==> src/rtl/pspc_pkg.sv <==
// ----------------------------------------------------------------------------
// pspc_pkg
// Shared widths, constants, codes and control structures of the PID servo
// pulse controller.
// ----------------------------------------------------------------------------
package pspc_pkg;

  localparam int DUTY_BITS    = 16;
  localparam int FRAME_US     = 20000;
  localparam int PULSE_MIN_US = 1000;
  localparam int PULSE_MAX_US = 1500;
  localparam int DUTY_MAX     = (1 << DUTY_BITS) - 1;

  localparam int MS_SCALE = 1000;
  localparam int US_SCALE = 1000000;

  localparam int ANGLE_W = 17;
  localparam int ERR_W   = 18;
  localparam int DIFF_W  = 19;
  localparam int SUM_W   = 24;
  localparam int GAIN_W  = 16;
  localparam int STEP_W  = 10;
  localparam int BIAS_W  = 11;
  localparam int LIMIT_W = 23;
  localparam int PULSE_W = 11;
  localparam int DUTY_W  = DUTY_BITS;

  localparam int CFG_W     = 23;
  localparam int CFG_IDX_W = 3;

  localparam int MUL_A_W = 41;
  localparam int MUL_B_W = 20;
  localparam int PROD_W  = 62;
  localparam int SCALE_W = 20;

  localparam int FRAC_BITS      = 16;
  localparam int DIV_W          = 44;
  localparam int DIVISOR_W      = 20;
  localparam int REM_W          = DIVISOR_W;
  localparam int CTRL_DIV_STEPS = DIV_W / 2;
  localparam int CNT_W          = 5;

  // The duty word is pulse * DUTY_MAX / FRAME_US, formed as one product with
  // a rounded-up reciprocal; it is exact for every pulse width below 2048.
  localparam int     DUTY_SHIFT = 26;
  localparam longint DUTY_RECIP = ((longint'(DUTY_MAX) << DUTY_SHIFT) + FRAME_US - 1)
                                  / FRAME_US;

  localparam int CTRL_SAT_W   = 12;
  localparam int CTRL_SAT_MAX = (1 << CTRL_SAT_W) - 1;
  localparam int PULSE_S_W    = 14;

  typedef enum logic [CFG_IDX_W-1:0] {
    CFG_SETPOINT,
    CFG_GAIN_P,
    CFG_GAIN_I,
    CFG_GAIN_D,
    CFG_STEP_MS,
    CFG_BIAS_US,
    CFG_SUM_LIMIT
  } cfg_idx_t;

  typedef enum logic [3:0] {
    MUL_NONE,
    MUL_DT_MS,
    MUL_DT_DT,
    MUL_ERR_KP,
    MUL_BY_K1,
    MUL_SUM_KI,
    MUL_BY_K2,
    MUL_DIFF_KD,
    MUL_BY_US,
    MUL_DUTY
  } mul_op_t;

  typedef enum logic [1:0] {
    ACC_HOLD,
    ACC_LOAD,
    ACC_ADD
  } acc_op_t;

  typedef enum logic [1:0] {
    DIV_HOLD,
    DIV_LOAD_CTRL,
    DIV_STEP
  } div_op_t;

  typedef enum logic [4:0] {
    S_IDLE,
    S_DT_MS,
    S_DT_SQ,
    S_P_GAIN,
    S_P_SCALE,
    S_I_GAIN,
    S_I_SCALE,
    S_D_GAIN,
    S_D_SCALE,
    S_SUM,
    S_CDIV_LD,
    S_CDIV,
    S_PULSE,
    S_DUTY_MUL,
    S_DONE
  } state_t;

  typedef struct packed {
    logic    capture;
    logic    prep;
    mul_op_t mul_op;
    logic    k1_ld;
    logic    k2_ld;
    acc_op_t acc_op;
    div_op_t div_op;
    logic    state_upd;
    logic    pulse_ld;
    logic    out_ld;
  } pspc_cmd_t;

  typedef struct packed {
    logic div_last;
  } pspc_sts_t;

  typedef struct packed {
    logic [ANGLE_W-1:0] setpoint;
    logic [GAIN_W-1:0]  gain_p;
    logic [GAIN_W-1:0]  gain_i;
    logic [GAIN_W-1:0]  gain_d;
    logic [STEP_W-1:0]  step_ms;
    logic [BIAS_W-1:0]  bias_us;
    logic [LIMIT_W-1:0] sum_limit;
  } pspc_cfg_t;

endpackage

==> src/rtl/pspc_regs.sv <==
// ----------------------------------------------------------------------------
// pspc_regs
// Configuration register file: setpoint, gains, loop interval, bias and
// error sum limit, written through a plain write port.
// ----------------------------------------------------------------------------
module pspc_regs import pspc_pkg::*; (
  input  logic                 clk,
  input  logic                 rst_n,
  input  logic                 cfg_we,
  input  logic [CFG_IDX_W-1:0] cfg_index,
  input  logic [CFG_W-1:0]     cfg_wdata,
  output pspc_cfg_t            cfg
);

  pspc_cfg_t cfg_r;
  pspc_cfg_t cfg_nxt;

  always_comb begin
    cfg_nxt = cfg_r;
    if (cfg_we) begin
      case (cfg_idx_t'(cfg_index))
        CFG_SETPOINT:  cfg_nxt.setpoint  = cfg_wdata[ANGLE_W-1:0];
        CFG_GAIN_P:    cfg_nxt.gain_p    = cfg_wdata[GAIN_W-1:0];
        CFG_GAIN_I:    cfg_nxt.gain_i    = cfg_wdata[GAIN_W-1:0];
        CFG_GAIN_D:    cfg_nxt.gain_d    = cfg_wdata[GAIN_W-1:0];
        CFG_STEP_MS:   cfg_nxt.step_ms   = cfg_wdata[STEP_W-1:0];
        CFG_BIAS_US:   cfg_nxt.bias_us   = cfg_wdata[BIAS_W-1:0];
        CFG_SUM_LIMIT: cfg_nxt.sum_limit = cfg_wdata[LIMIT_W-1:0];
        default:       cfg_nxt = cfg_r;
      endcase
    end
  end

  always_ff @(posedge clk) begin
    if (!rst_n) begin
      cfg_r.setpoint  <= ANGLE_W'(11520);
      cfg_r.gain_p    <= GAIN_W'(128);
      cfg_r.gain_i    <= GAIN_W'(512);
      cfg_r.gain_d    <= GAIN_W'(64);
      cfg_r.step_ms   <= STEP_W'(50);
      cfg_r.bias_us   <= BIAS_W'(1300);
      cfg_r.sum_limit <= LIMIT_W'(128000);
    end else begin
      cfg_r <= cfg_nxt;
    end
  end

  assign cfg = cfg_r;

endmodule

==> config.mk <==
export PLATFORM = sky130hd
export DESIGN_NAME = pspc_regs
export DESIGN_NICKNAME = d
export VERILOG_FILES = /design/src/rtl/pspc_pkg.sv /design/src/rtl/pspc_regs.sv
export SDC_FILE = /design/constraint.sdc
export NUM_CORES = 1
export LEC_CHECK = 0
export ABC_AREA = 0
export BUFFER_PORTS_ARGS = -buffer_cell sky130_fd_sc_hd__buf_2
export CAP_MARGIN = 20
export CORE_MARGIN = 3
export CORE_UTILIZATION = 50
export CTS_CLUSTER_DIAMETER = 50
export DETAILED_ROUTE_END_ITERATION = 10
export HOLD_SLACK_MARGIN = 0.08
export PLACE_DENSITY = 0.76
export SYNTH_ARGS = -nofsm -noshare
export SYNTH_HDL_FRONTEND = slang
export SYNTH_SLANG_ARGS = --single-unit
==> constraint.sdc <==
create_clock -name clk -period 1.7 [get_ports clk]
set_input_delay 0.425 -clock clk [delete_from_list [all_inputs] [get_ports clk]]
set_output_delay 0.425 -clock clk [all_outputs]
set_load 0.01 [all_outputs]
* After elaboration in Yosys (flattened, before gate mapping)
Cells that the tools add are included.
** Word-level totals
- Register bits :: 109
- Bits in latches :: 0
- RAM bits :: 0
- Memory bits (read-only) :: 0
- Input bits :: 29
- Output and inout port bits :: 109
- Logic and storage cells :: 21
- Memories :: 0
** Cells by class
- $add $sub $neg :: 0
- $mul :: 0
- Divide/modulo/power cells :: 0
- Magnitude comparators :: 0
- Equal/unequal tests :: 6
- Shifts and indexed selects :: 0
- Mux-type cells :: 0
- Bitwise logic cells :: 0
- Reductions and logical operators :: 8
** Operator list (number)
- $reduce_and 2->1 :: 7
- $eq 3x3->1 const B :: 3
- $eq 3x2->1 const B :: 2
- $eq 3x1->1 const B :: 1
- $logic_not 3->1 :: 1

* Depth between registers and ports, before layout
- Word-level depth :: 2
- Depth in mapped cells :: 5
- Depth with buffers taken out :: 2

* Worst setup path after synthesis
No wires, ideal clock.
- Path type :: input -> register
- Start :: in cfg_index[2]
- End :: reg cfg_r (netlist bit cfg[92])
- Library setup time :: 0.124 ns
- Data arrival time :: 1.413 ns
- Required time :: 1.576 ns
- Slack :: 0.163 ns
- Stages :: 5
- Path buffers :: 3
- Cell sequence :: buf_6 -> or4b_1 -> buf_6 -> buf_12 -> mux2i_1
** On the way
- Cells in the longest elaborated chain, start to end :: 2
** Ends and longest elaborated chain
- from (decl) :: RTL line pspc_regs.sv:10 : input logic [CFG_IDX_W-1:0] cfg_index,
- $logic_not 3->1 :: RTL line pspc_regs.sv:21 : case (cfg_idx_t'(cfg_index))
- $reduce_and 2->1 (no line)
- to (signal assigned) :: RTL line pspc_regs.sv:44 : cfg_r <= cfg_nxt;
- to (decl) :: RTL line pspc_regs.sv:15 : pspc_cfg_t cfg_r;
Every way passes these cells.
A chain may end at the register's enable or synchronous reset.

* Final worst setup path
- Start :: reg cfg_r (netlist bit cfg[50])
- End :: out cfg[50] (netlist bit)
** RTL lines
- to (decl) :: RTL line pspc_regs.sv:12 : output pspc_cfg_t cfg
No word-level cell between the ends.

==> impl_results.md <==
- RSZ-0062 raised after global routing: no
- Int Power: 0.00334 W
- CTS tree: built
- Worst-path clk slew: 0.10 ns
- Buffers on Ports: 137
- Worst reg2reg setup slack: 1.04 ns
- Mapped Nets: 438
- Compound-gate portion of the synthesized area: 0
- PwrDens: 864 mW/mm²
- Post-layout util: 0.661
- Routability cong.: 0.773
- Clock Power Share: 0.327
- Library cells used by synthesis: 16
- Die width: 97.7 µm
- Die H: 97.7 µm
- Initial Utilization: 0.530
- Max-cap violations: 0
- Multiplexer share of the synthesized area: 0.259
- Slew headroom: 0.748
- Max FO, Critical Path: 2
- Lkg Pwr: 2.72 nW
- CP cell instances: buf_2
- Syn Inst Count: 409
- Post-synthesis sequential area ratio: 0.519
- Dpl cell area: 0.00505 mm²
- Grt total ovfl: 0
- Antenna diodes: 0
- Area share of and/or/nand/nor cells after synthesis: 0.179
- DR vias: 3257
- Post-Route WL: 10500 µm
- Worst skew pair latency: 0.36 ns
- Syn avg cell area: 10.3 µm²
- Critical path arrival: 0.89 ns
- Total I/O pin count: 138
- CTS Buf Count: 9
- First-pass GRT wire length: 16600 µm
- Routed len/inst: 16.2 µm
- Sink Count: 109
- DRC Markers: 0
- DR iter-0 viols: 115
- Critical path type: reg -> out
- Max reg flops: 109
- Hold Path Origin: cfg_wdata[19]
- Post-Synth XOR/XNOR Area: 0
- Std cell rows: 32
- Yosys reg bits: 109
- Pre-antenna DRT Iters: 4
- Hpwl dp: 7680 µm
- Worst Path Buf+Inv: 1
- Final TNS setup: 0 ns
- Core area: 0.00793 mm²
- # hold bufs at CTS: 0
- Largest family of logic cells by synthesized area: multiplexers
- Largest net degree at the start of global routing: 35
- Critical Path End Type: output port
- Final Hold Viols: 0
- Final setup fails: 0
- DP Cell Count: 634
- FMAX: 0.759 GHz
- Vias in the first global route: 3322
- Adder-cell area share of the yosys netlist: 0
- Post-CTS setup buffers: 0
- Antenna violations before repair: 0
- Overall Global Routing Usage: 0.217
- Root Buffer: clkbuf_8
- Post-route minimum period: 1.32 ns
- Critical path's slowest cell: dfxtp_1
- Slew @ Worst Pin: 0.377 ns
- CP peak stage delay: 0.38 ns
- Crit path launch type: flip-flop
- HP Class: in -> reg
- H-tree levels: 3
- P_sw: 0.00118 W
- Fin crit share: 0.775
- Area Overhead vs Synth: 24.5%
- Synth Cell Area: 0.00421 mm²
- R2r startpoint: cfg[88]
- Post-CTS resize count: 0
- Sw Ratio: 0.261
- Reg2Reg Depth: 2
- Peak VDD IR: 0.403 mV
- Layout cells sized above 1: 0.316
- Reg-to-reg endpoint: cfg[88]
- Hold depth: 3
- Status: finished, final reports clean
- Final Instance Count excl. Fillers: 650
- Hold WS: 0.292 ns
- Reg power frac: 0.584
- Slew Viols, Final: 0
- CP top delay family: flip-flops
- Yosys warning count: 0
- Vias/cell: 5.01
- Final clock skew: 0 ns
- Antenna viol nets, final: 0
- Hold endpoint: cfg[19]
- Worst EP required: 1.27 ns
- Die ar.: 0.00955 mm²
- Fin nets: 572
- Max clock buf depth: 2
- Combinational share of power: 0.089
- Cell area after layout: 0.00524 mm²
power by group through the flow:
stage               clock, W  combinational [W]  sequential, W
finish               0.00148           0.000404        0.00264
detailed placement         0           0.000406        0.00270
CTS                  0.00151           0.000407        0.00264
floorplan                  0           0.000208        0.00272
global placement           0           0.000397        0.00270
global route         0.00161           0.000437        0.00265
worst max-delay path by stage:
stage	start	depth (start not counted)	endpoint	slack, ns
floorplan	cfg_index[2]	5	cfg[92]	0.16
global placement	cfg_index[0]	4	cfg[95]	0.12
detailed placement	cfg_index[1]	5	cfg[88]	0.07
CTS	cfg[97]	1	cfg[97]	0.39
global route	cfg[85]	1	cfg[85]	0.36
finish	cfg[50]	1	cfg[50]	0.38
layout make-up:
cell class,count,area (µm²)
Clock inverter,6,58.8
Clock buffer,10,128
Sequential cell,109,2180
Fill cell,655,2690
Multi-Input combinational cell,267,1860
Tap cell,102,128
Timing Repair Buffer,156,881
through the flow:
stage / power, W / setup WS (ns)
global route: 0.00469 / 0.360
finish: 0.00452 / 0.382
global placement: 0.00309 / 0.119
floorplan: 0.00293 / 0.163
detailed placement: 0.00310 / 0.0701
CTS: 0.00455 / 0.386
Yosys cell counts, drive strengths merged:
cell	instances	share of area
clkbuf	19	0.017
mux2i	109	0.26
dfxtp	109	0.52
and4bb	2	0.0059
nand4b	3	0.0062
buf	14	0.026
or4b	1	0.0024
nor4bb	1	0.0024
and4b	2	0.0048
nor2b	35	0.052
nand4bb	2	0.0054
nand2	112	0.10
kinds of logic after synthesis:
logic type / count (synthesis)
DFF: 109
and+or+nand+nor: 158
buffers and inverters: 33
muxes: 109
placed cells by master, fill, tap and decap left out, drive strengths merged:
master,Yosys,routed
or4b,1,1
and4b,2,2
clkbuf,19,10
clkinv,0,4
and4bb,2,2
nand2,112,112
inv,0,1
nor4bb,1,1
clkinvlp,0,1
nand4bb,2,2
nand4b,3,3
nor2b,35,35
mux2i,109,109
dfxtp,109,109
buf,14,156
per-layer routing:
metal,global-route usage,routed length [µm],vias to the layer above
met5,0,0,-
met4,0.0639,157,0
met3,0.0689,727,16
met2,0.364,4930,100
met1,0.267,4700,1527
li1,-,-,1614
worst register-to-register path: stages (launching register included):
cell and delay, ns:
dfxtp_1 0.36, nand2_1 0.07, mux2i_1 0.16
Power figures use the tool's default switching activity.
