**src/rtl/pspc_pkg.sv**
```systemverilog
// ----------------------------------------------------------------------------
// pspc_pkg
// Shared widths, constants, codes and control structures of the PID servo
// pulse controller.
// ----------------------------------------------------------------------------
package pspc_pkg;

  localparam int DUTY_BITS    = 16;
  localparam int FRAME_US     = 20000;
  localparam int PULSE_MIN_US = 1000;
  localparam int PULSE_MAX_US = 1500;
  localparam int DUTY_MAX     = (1 << DUTY_BITS) - 1;

  localparam int MS_SCALE = 1000;
  localparam int US_SCALE = 1000000;

  localparam int ANGLE_W = 17;
  localparam int ERR_W   = 18;
  localparam int DIFF_W  = 19;
  localparam int SUM_W   = 24;
  localparam int GAIN_W  = 16;
  localparam int STEP_W  = 10;
  localparam int BIAS_W  = 11;
  localparam int LIMIT_W = 23;
  localparam int PULSE_W = 11;
  localparam int DUTY_W  = DUTY_BITS;

  localparam int CFG_W     = 23;
  localparam int CFG_IDX_W = 3;

  localparam int MUL_A_W = 41;
  localparam int MUL_B_W = 20;
  localparam int PROD_W  = 62;
  localparam int SCALE_W = 20;

  localparam int FRAC_BITS      = 16;
  localparam int DIV_W          = 44;
  localparam int DIVISOR_W      = 20;
  localparam int REM_W          = DIVISOR_W;
  localparam int CTRL_DIV_STEPS = DIV_W / 2;
  localparam int CNT_W          = 5;

  // The duty word is pulse * DUTY_MAX / FRAME_US, formed as one product with
  // a rounded-up reciprocal; it is exact for every pulse width below 2048.
  localparam int     DUTY_SHIFT = 26;
  localparam longint DUTY_RECIP = ((longint'(DUTY_MAX) << DUTY_SHIFT) + FRAME_US - 1)
                                  / FRAME_US;

  localparam int CTRL_SAT_W   = 12;
  localparam int CTRL_SAT_MAX = (1 << CTRL_SAT_W) - 1;
  localparam int PULSE_S_W    = 14;

  typedef enum logic [CFG_IDX_W-1:0] {
    CFG_SETPOINT,
    CFG_GAIN_P,
    CFG_GAIN_I,
    CFG_GAIN_D,
    CFG_STEP_MS,
    CFG_BIAS_US,
    CFG_SUM_LIMIT
  } cfg_idx_t;

  typedef enum logic [3:0] {
    MUL_NONE,
    MUL_DT_MS,
    MUL_DT_DT,
    MUL_ERR_KP,
    MUL_BY_K1,
    MUL_SUM_KI,
    MUL_BY_K2,
    MUL_DIFF_KD,
    MUL_BY_US,
    MUL_DUTY
  } mul_op_t;

  typedef enum logic [1:0] {
    ACC_HOLD,
    ACC_LOAD,
    ACC_ADD
  } acc_op_t;

  typedef enum logic [1:0] {
    DIV_HOLD,
    DIV_LOAD_CTRL,
    DIV_STEP
  } div_op_t;

  typedef enum logic [4:0] {
    S_IDLE,
    S_DT_MS,
    S_DT_SQ,
    S_P_GAIN,
    S_P_SCALE,
    S_I_GAIN,
    S_I_SCALE,
    S_D_GAIN,
    S_D_SCALE,
    S_SUM,
    S_CDIV_LD,
    S_CDIV,
    S_PULSE,
    S_DUTY_MUL,
    S_DONE
  } state_t;

  typedef struct packed {
    logic    capture;
    logic    prep;
    mul_op_t mul_op;
    logic    k1_ld;
    logic    k2_ld;
    acc_op_t acc_op;
    div_op_t div_op;
    logic    state_upd;
    logic    pulse_ld;
    logic    out_ld;
  } pspc_cmd_t;

  typedef struct packed {
    logic div_last;
  } pspc_sts_t;

  typedef struct packed {
    logic [ANGLE_W-1:0] setpoint;
    logic [GAIN_W-1:0]  gain_p;
    logic [GAIN_W-1:0]  gain_i;
    logic [GAIN_W-1:0]  gain_d;
    logic [STEP_W-1:0]  step_ms;
    logic [BIAS_W-1:0]  bias_us;
    logic [LIMIT_W-1:0] sum_limit;
  } pspc_cfg_t;

endpackage

```
**src/rtl/pspc_ctrl.sv**
```systemverilog
// ----------------------------------------------------------------------------
// pspc_ctrl
// Sequencer of the PID servo pulse controller: steps the datapath through
// the products, the division and the clamp, and owns the result valid.
// ----------------------------------------------------------------------------
module pspc_ctrl import pspc_pkg::*; (
  input  logic      clk,
  input  logic      rst_n,
  input  logic      in_valid,
  input  logic      out_ready,
  input  pspc_sts_t sts,
  output logic      in_ready,
  output logic      out_valid,
  output pspc_cmd_t cmd
);

  state_t state_r, state_nxt;
  logic   out_valid_r, out_valid_nxt;
  logic   slot_free;

  assign slot_free = !out_valid_r || out_ready;

  always_comb begin
    state_nxt = state_r;
    case (state_r)
      S_IDLE:     if (in_valid) state_nxt = S_DT_MS;
      S_DT_MS:    state_nxt = S_DT_SQ;
      S_DT_SQ:    state_nxt = S_P_GAIN;
      S_P_GAIN:   state_nxt = S_P_SCALE;
      S_P_SCALE:  state_nxt = S_I_GAIN;
      S_I_GAIN:   state_nxt = S_I_SCALE;
      S_I_SCALE:  state_nxt = S_D_GAIN;
      S_D_GAIN:   state_nxt = S_D_SCALE;
      S_D_SCALE:  state_nxt = S_SUM;
      S_SUM:      state_nxt = S_CDIV_LD;
      S_CDIV_LD:  state_nxt = S_CDIV;
      S_CDIV:     if (sts.div_last) state_nxt = S_PULSE;
      S_PULSE:    state_nxt = S_DUTY_MUL;
      S_DUTY_MUL: state_nxt = S_DONE;
      S_DONE:     if (slot_free) state_nxt = S_IDLE;
      default:    state_nxt = S_IDLE;
    endcase
  end

  always_comb begin
    cmd = '0;
    case (state_r)
      S_IDLE:    cmd.capture = in_valid;
      S_DT_MS: begin
        cmd.prep   = 1'b1;
        cmd.mul_op = MUL_DT_MS;
      end
      S_DT_SQ: begin
        cmd.k1_ld  = 1'b1;
        cmd.mul_op = MUL_DT_DT;
      end
      S_P_GAIN: begin
        cmd.k2_ld  = 1'b1;
        cmd.mul_op = MUL_ERR_KP;
      end
      S_P_SCALE: cmd.mul_op = MUL_BY_K1;
      S_I_GAIN: begin
        cmd.acc_op = ACC_LOAD;
        cmd.mul_op = MUL_SUM_KI;
      end
      S_I_SCALE: cmd.mul_op = MUL_BY_K2;
      S_D_GAIN: begin
        cmd.acc_op = ACC_ADD;
        cmd.mul_op = MUL_DIFF_KD;
      end
      S_D_SCALE: cmd.mul_op = MUL_BY_US;
      S_SUM:     cmd.acc_op = ACC_ADD;
      S_CDIV_LD: begin
        cmd.div_op    = DIV_LOAD_CTRL;
        cmd.state_upd = 1'b1;
      end
      S_CDIV:     cmd.div_op = DIV_STEP;
      S_PULSE:    cmd.pulse_ld = 1'b1;
      S_DUTY_MUL: cmd.mul_op = MUL_DUTY;
      S_DONE:     cmd.out_ld = slot_free;
      default:    cmd = '0;
    endcase
  end

  always_comb begin
    out_valid_nxt = out_valid_r;
    if (cmd.out_ld) begin
      out_valid_nxt = 1'b1;
    end else if (out_ready) begin
      out_valid_nxt = 1'b0;
    end
  end

  always_ff @(posedge clk) begin
    if (!rst_n) begin
      state_r     <= S_IDLE;
      out_valid_r <= 1'b0;
    end else begin
      state_r     <= state_nxt;
      out_valid_r <= out_valid_nxt;
    end
  end

  assign in_ready  = (state_r == S_IDLE);
  assign out_valid = out_valid_r;

  a_accept_starts: assert property (@(posedge clk) disable iff (!rst_n)
    (state_r == S_IDLE && in_valid) |=> (state_r == S_DT_MS))
    else $error("Accepted sample did not start the sequence.");

  a_ctrl_div_len: assert property (@(posedge clk) disable iff (!rst_n)
    (state_r == S_CDIV_LD) |=> ##CTRL_DIV_STEPS (state_r == S_PULSE))
    else $error("Control division ran for the wrong number of cycles.");

  a_duty_one_product: assert property (@(posedge clk) disable iff (!rst_n)
    (state_r == S_DUTY_MUL) |=> (state_r == S_DONE))
    else $error("Duty product did not complete in one cycle.");

  a_done_waits: assert property (@(posedge clk) disable iff (!rst_n)
    (state_r == S_DONE && out_valid_r && !out_ready) |=> (state_r == S_DONE && out_valid_r))
    else $error("Result overwrote a transfer that was still pending.");

endmodule

```
**config.mk**
```make
export PLATFORM = sky130hd
export DESIGN_NAME = pspc_ctrl
export DESIGN_NICKNAME = d
export VERILOG_FILES = /design/src/rtl/pspc_pkg.sv /design/src/rtl/pspc_ctrl.sv
export SDC_FILE = /design/constraint.sdc
export NUM_CORES = 1
export LEC_CHECK = 0
export ABC_CLOCK_PERIOD_IN_PS = 3400
export BUFFER_PORTS_ARGS = -buffer_cell sky130_fd_sc_hd__buf_4
export CORE_MARGIN = 2
export CORE_UTILIZATION = 30
export DETAILED_ROUTE_END_ITERATION = 10
export PLACE_DENSITY = 0.61
export SYNTH_ARGS = -nofsm -noshare
export SYNTH_HDL_FRONTEND = slang
export SYNTH_SLANG_ARGS = --single-unit
```
**constraint.sdc**
```tcl
create_clock -name clk -period 3.4 [get_ports clk]
set_input_delay 0.34 -clock clk [delete_from_list [all_inputs] [get_ports clk]]
set_output_delay 0.34 -clock clk [all_outputs]
set_load 0.03 [all_outputs]
```
# Yosys cells after proc, flatten, opt, wreduce, memory -nomap -nowiden
# Cells that the tools add are included.
# classes
eq_ne	17
n_mux	16
n_reduce_logical	6
# op_table
op	n
5-bit case mux with 15 select lines	1
4-bit case mux with 9 select lines	1
5-bit by 4-bit equality test with 1-bit output (second input constant)	7
5-bit by 3-bit equality test with 1-bit output (second input constant)	4
5-bit 2-to-1 mux	3
5-bit by 2-bit equality test with 1-bit output (second input constant)	2
1-bit 2-to-1 mux	9
2-bit case mux with 2 select lines	2
2-bit != test (second input constant)	3
5-bit by 1-bit equality test with 1-bit output (second input constant)	1
5-bit logical NOT	1
3-bit AND reduction	1
2-bit nonzero test	1
2-bit OR reduction	1
1-bit logical NOT	1
1-bit logical OR	1
# totals
register_bits	6
in_bits	5
output_inout_bits	17
word_cells	41

# Longest topological paths before layout
# depth
depth_word	4
ltp_mapped	5
ltp_nobuf	4

# Least setup slack after synthesis
# No wires, ideal clock.
# synth_timing
path_kind	register -> output
start	reg state_r[2]
end	out cmd[14] in the netlist's numbering
arrival_time_ns	2.005
required_ns	3.060
slack_ns	1.055
path_stages_with_launch	4
n_path_buf	1
cell_sequence	dfxtp_1 clkbuf_1 nor4_1 and2_1
# synth_lines
element	line_no	text
start: declaration	pspc_ctrl.sv:17	state_t state_r, state_nxt;
start signal: assignment	pspc_ctrl.sv:99	state_r <= state_nxt;
end: declaration	pspc_ctrl.sv:14	output pspc_cmd_t cmd

==> qor.yml <==
fin_crit_ns: 1.93
power_density_nw_per_um2: 491
grt_pass1_wl_mm: 1.90
cts_sinks: 5
die_w_um: 41.7
switching_share_pct: 43.7
tightestPinTransition_ns: 0.611
area_delta_synth_final_pct: 41.1
synth_area_leader_cell: "dfxtp_1"
clkSlewWorstSetupHoldPaths_ns: 0.04
synth-edff-count: 0
yosys.area_share.simple_pct: 48.1
synthesis.area_um2: 427
gp_congestion: 0.704
htreeDepth: 1
drc_errors: 0
drt_iter0_drc: 15
postCtsSetupBuffers: 0
postRouteAntennaNets: 0
yosys.area_share.adder_pct: 0
final_layout_size_suffix_gt1_share_pct: 30.5
cp.arrival_ns: 1.59
yosys_register_bits: 5
vias_per_cell: 5.26
yosysMostFrequentCell: "nor2_1"
final.setup.tns_ns: 0
synthTopCellsByArea: "dfxtp_1, nor2_1, nor3_1"
setup_slack_ns: 1.47
wire_per_inst_um: 11.3
rows: 13
grt.total_usage_pct: 13.8
combPwrFrac_pct: 44.8
core-area_um2: 1320
slew_headroom_pct: 59.2
drt_first_pass_iters: 4
p_switching_uw: 129
cts_max_path_buffers: 2
cp.required_ns: 3.06
postCtsHoldBufs: 0
vias: 510
io_buffer_count: 21
r2r_cells: 4
cts_resized: 0
r2r-start: "state_r[3]"
io-pin-count: 22
synthFlopType: "dfxtp_1"
dieHeight_um: 41.7
cp-end-kind: "primary output"
finalSetupViolCount: 0
syn_inst: 63
nets: 88
fin_crit_sh_pct: 56.6
yosysSeqAreaShare_pct: 23.5
hold_depth: 2
rsz0062_at_grt: "no"
cts_tree: "built"
cell_internal_pwr_uw: 166
pwr-share-seq_pct: 32.1
avgSynthCellArea_um2: 6.77
synth_top_family_by_area: "simple AND/OR/NAND/NOR gates"
criticalPathCategory: "reg2out"
grt_max_degree: 19
maxCapViolCount: 0
grt_overflow: 0
synth_xor_xnor_area_share_pct: 2.05
synthMuxAreaShare_pct: 0
clk_latency_ns: 0.24
synth_cell_type_count: 26
cp_max_fo: 17
ys_warn_count: 0
rr_endpoint: "state_r[0]"
multi_input_area_um2: 295
preCtsSetupSlack_ns: 1.72
area.sequential_um2: 100
synthArstFlopShare_pct: 0
hold_end: "state_r[0]"
n_fill_cell: 144
die-area_um2: 1740
drt-total-wl_mm: 1.09
first_global_vias: 439
antenna_found_initial: 0
synth_compound_area_share_pct: 19.1
post-dp-hpwl_um: 780
p_clk_share_pct: 23.1
antenna_cells: 0
vdd_drop_max_v: 0.000214
fmax_mhz: 519
synth_fp_nets: 68
start_util_pct: 32.4
hold_class: "in2reg"
root_buffer: "clkbuf_4"
min_from: "rst_n"
critPathLaunchType: "flip-flop"
finalMaxSlewViolations: 0
leakage_nw: 0.258
numCtsBuffers: 3
rrSetupSlack_ns: 1.72
finalClockSkew_ns: 0.00334
status: "complete, no violations"
hold_viol: 0
synth_common_cells: "nor2_1, nor3_1, dfxtp_1"
synth_top_area_share_pct: 23.5
[cells in the final DEF (no fill, tap or decap), types with 2 or more instances in the layout]
cell	count
nand4b_1	2
nand2b_1	4
and2_1	3
dfxtp_1	5
clkbuf_4	3
nor2_1	9
nor3_1	6
o21ai_0	4
nand2_1	4
buf_4	21
nor2b_1	3
nand3_1	2
a21boi_0	3
[cell families (layout without fill, tap and decap cells)]
| logic type | Yosys count | in the layout |
|---|---|---|
| AND/OR/NAND/NOR | 38 | 38 |
| buffers and inverters | 7 | 26 |
| AO/OA/AOI/OAI | 12 | 12 |
| flip-flops | 5 | 5 |
| XOR/XNOR | 1 | 1 |
[area by class of cell]
class / count / share of cell area, %
Multi-Input combinational cell: 51 / 49.1
Clock buffer: 4 / 4.37
Tap cell: 15 / 3.12
Sequential cell: 5 / 16.6
Timing Repair Buffer: 21 / 26.2
Inverter: 1 / 0.624
[worst max-delay path, stage by stage (launching register included)]
cell     delay (ns)
dfxtp_1        0.62
and2b_1        0.25
nand2_1        0.06
o21ai_0        0.08
and2_1         0.18
buf_4          0.16
[worst max path at each step]
stage / from / endpoint / cells past startpoint
after floorplan: state_r[2] / cmd[14] / 3
after global routing: state_r[2] / cmd[14] / 3
after detailed placement: state_r[3] / cmd[6] / 5
final: state_r[3] / cmd[6] / 5
after CTS: state_r[3] / cmd[6] / 5
after global placement: state_r[2] / cmd[14] / 3
[metal layers]
metal	vias to the layer above	wire length, um	global-route usage, %
li1	257	-	-
met1	235	482	17.5
met2	18	534	21.3
met3	0	76	6.09
met4	0	0	3.87
met5	-	0	0
[sequential cells by signal (all words and copies together), names as in the netlist]
register   count
out_valid      1
state_r        4
[power groups by stage]
| stage | combinational [mW] | clock, mW | sequential, mW |
|---|---|---|---|
| final | 0.132 | 0.0682 | 0.0950 |
| after global routing | 0.145 | 0.0749 | 0.0989 |
| after CTS | 0.133 | 0.0716 | 0.0944 |
| after detailed placement | 0.133 | 0 | 0.0954 |
| after global placement | 0.133 | 0 | 0.0947 |
| after floorplan | 0.113 | 0 | 0.0722 |
[per-stage QoR]
step	cells	area, um2	power [mW]	utilization [%]	hold WS, ns
floorplan	63	427	0.185	-	0.482
global placement	93	576	0.228	43.7	0.590
detailed placement	93	576	0.228	43.7	0.592
CTS	97	602	0.299	45.7	0.366
global route	97	602	0.319	45.7	0.380
finish	97	602	0.296	45.7	0.379
(Power assumes the default switching activity.)
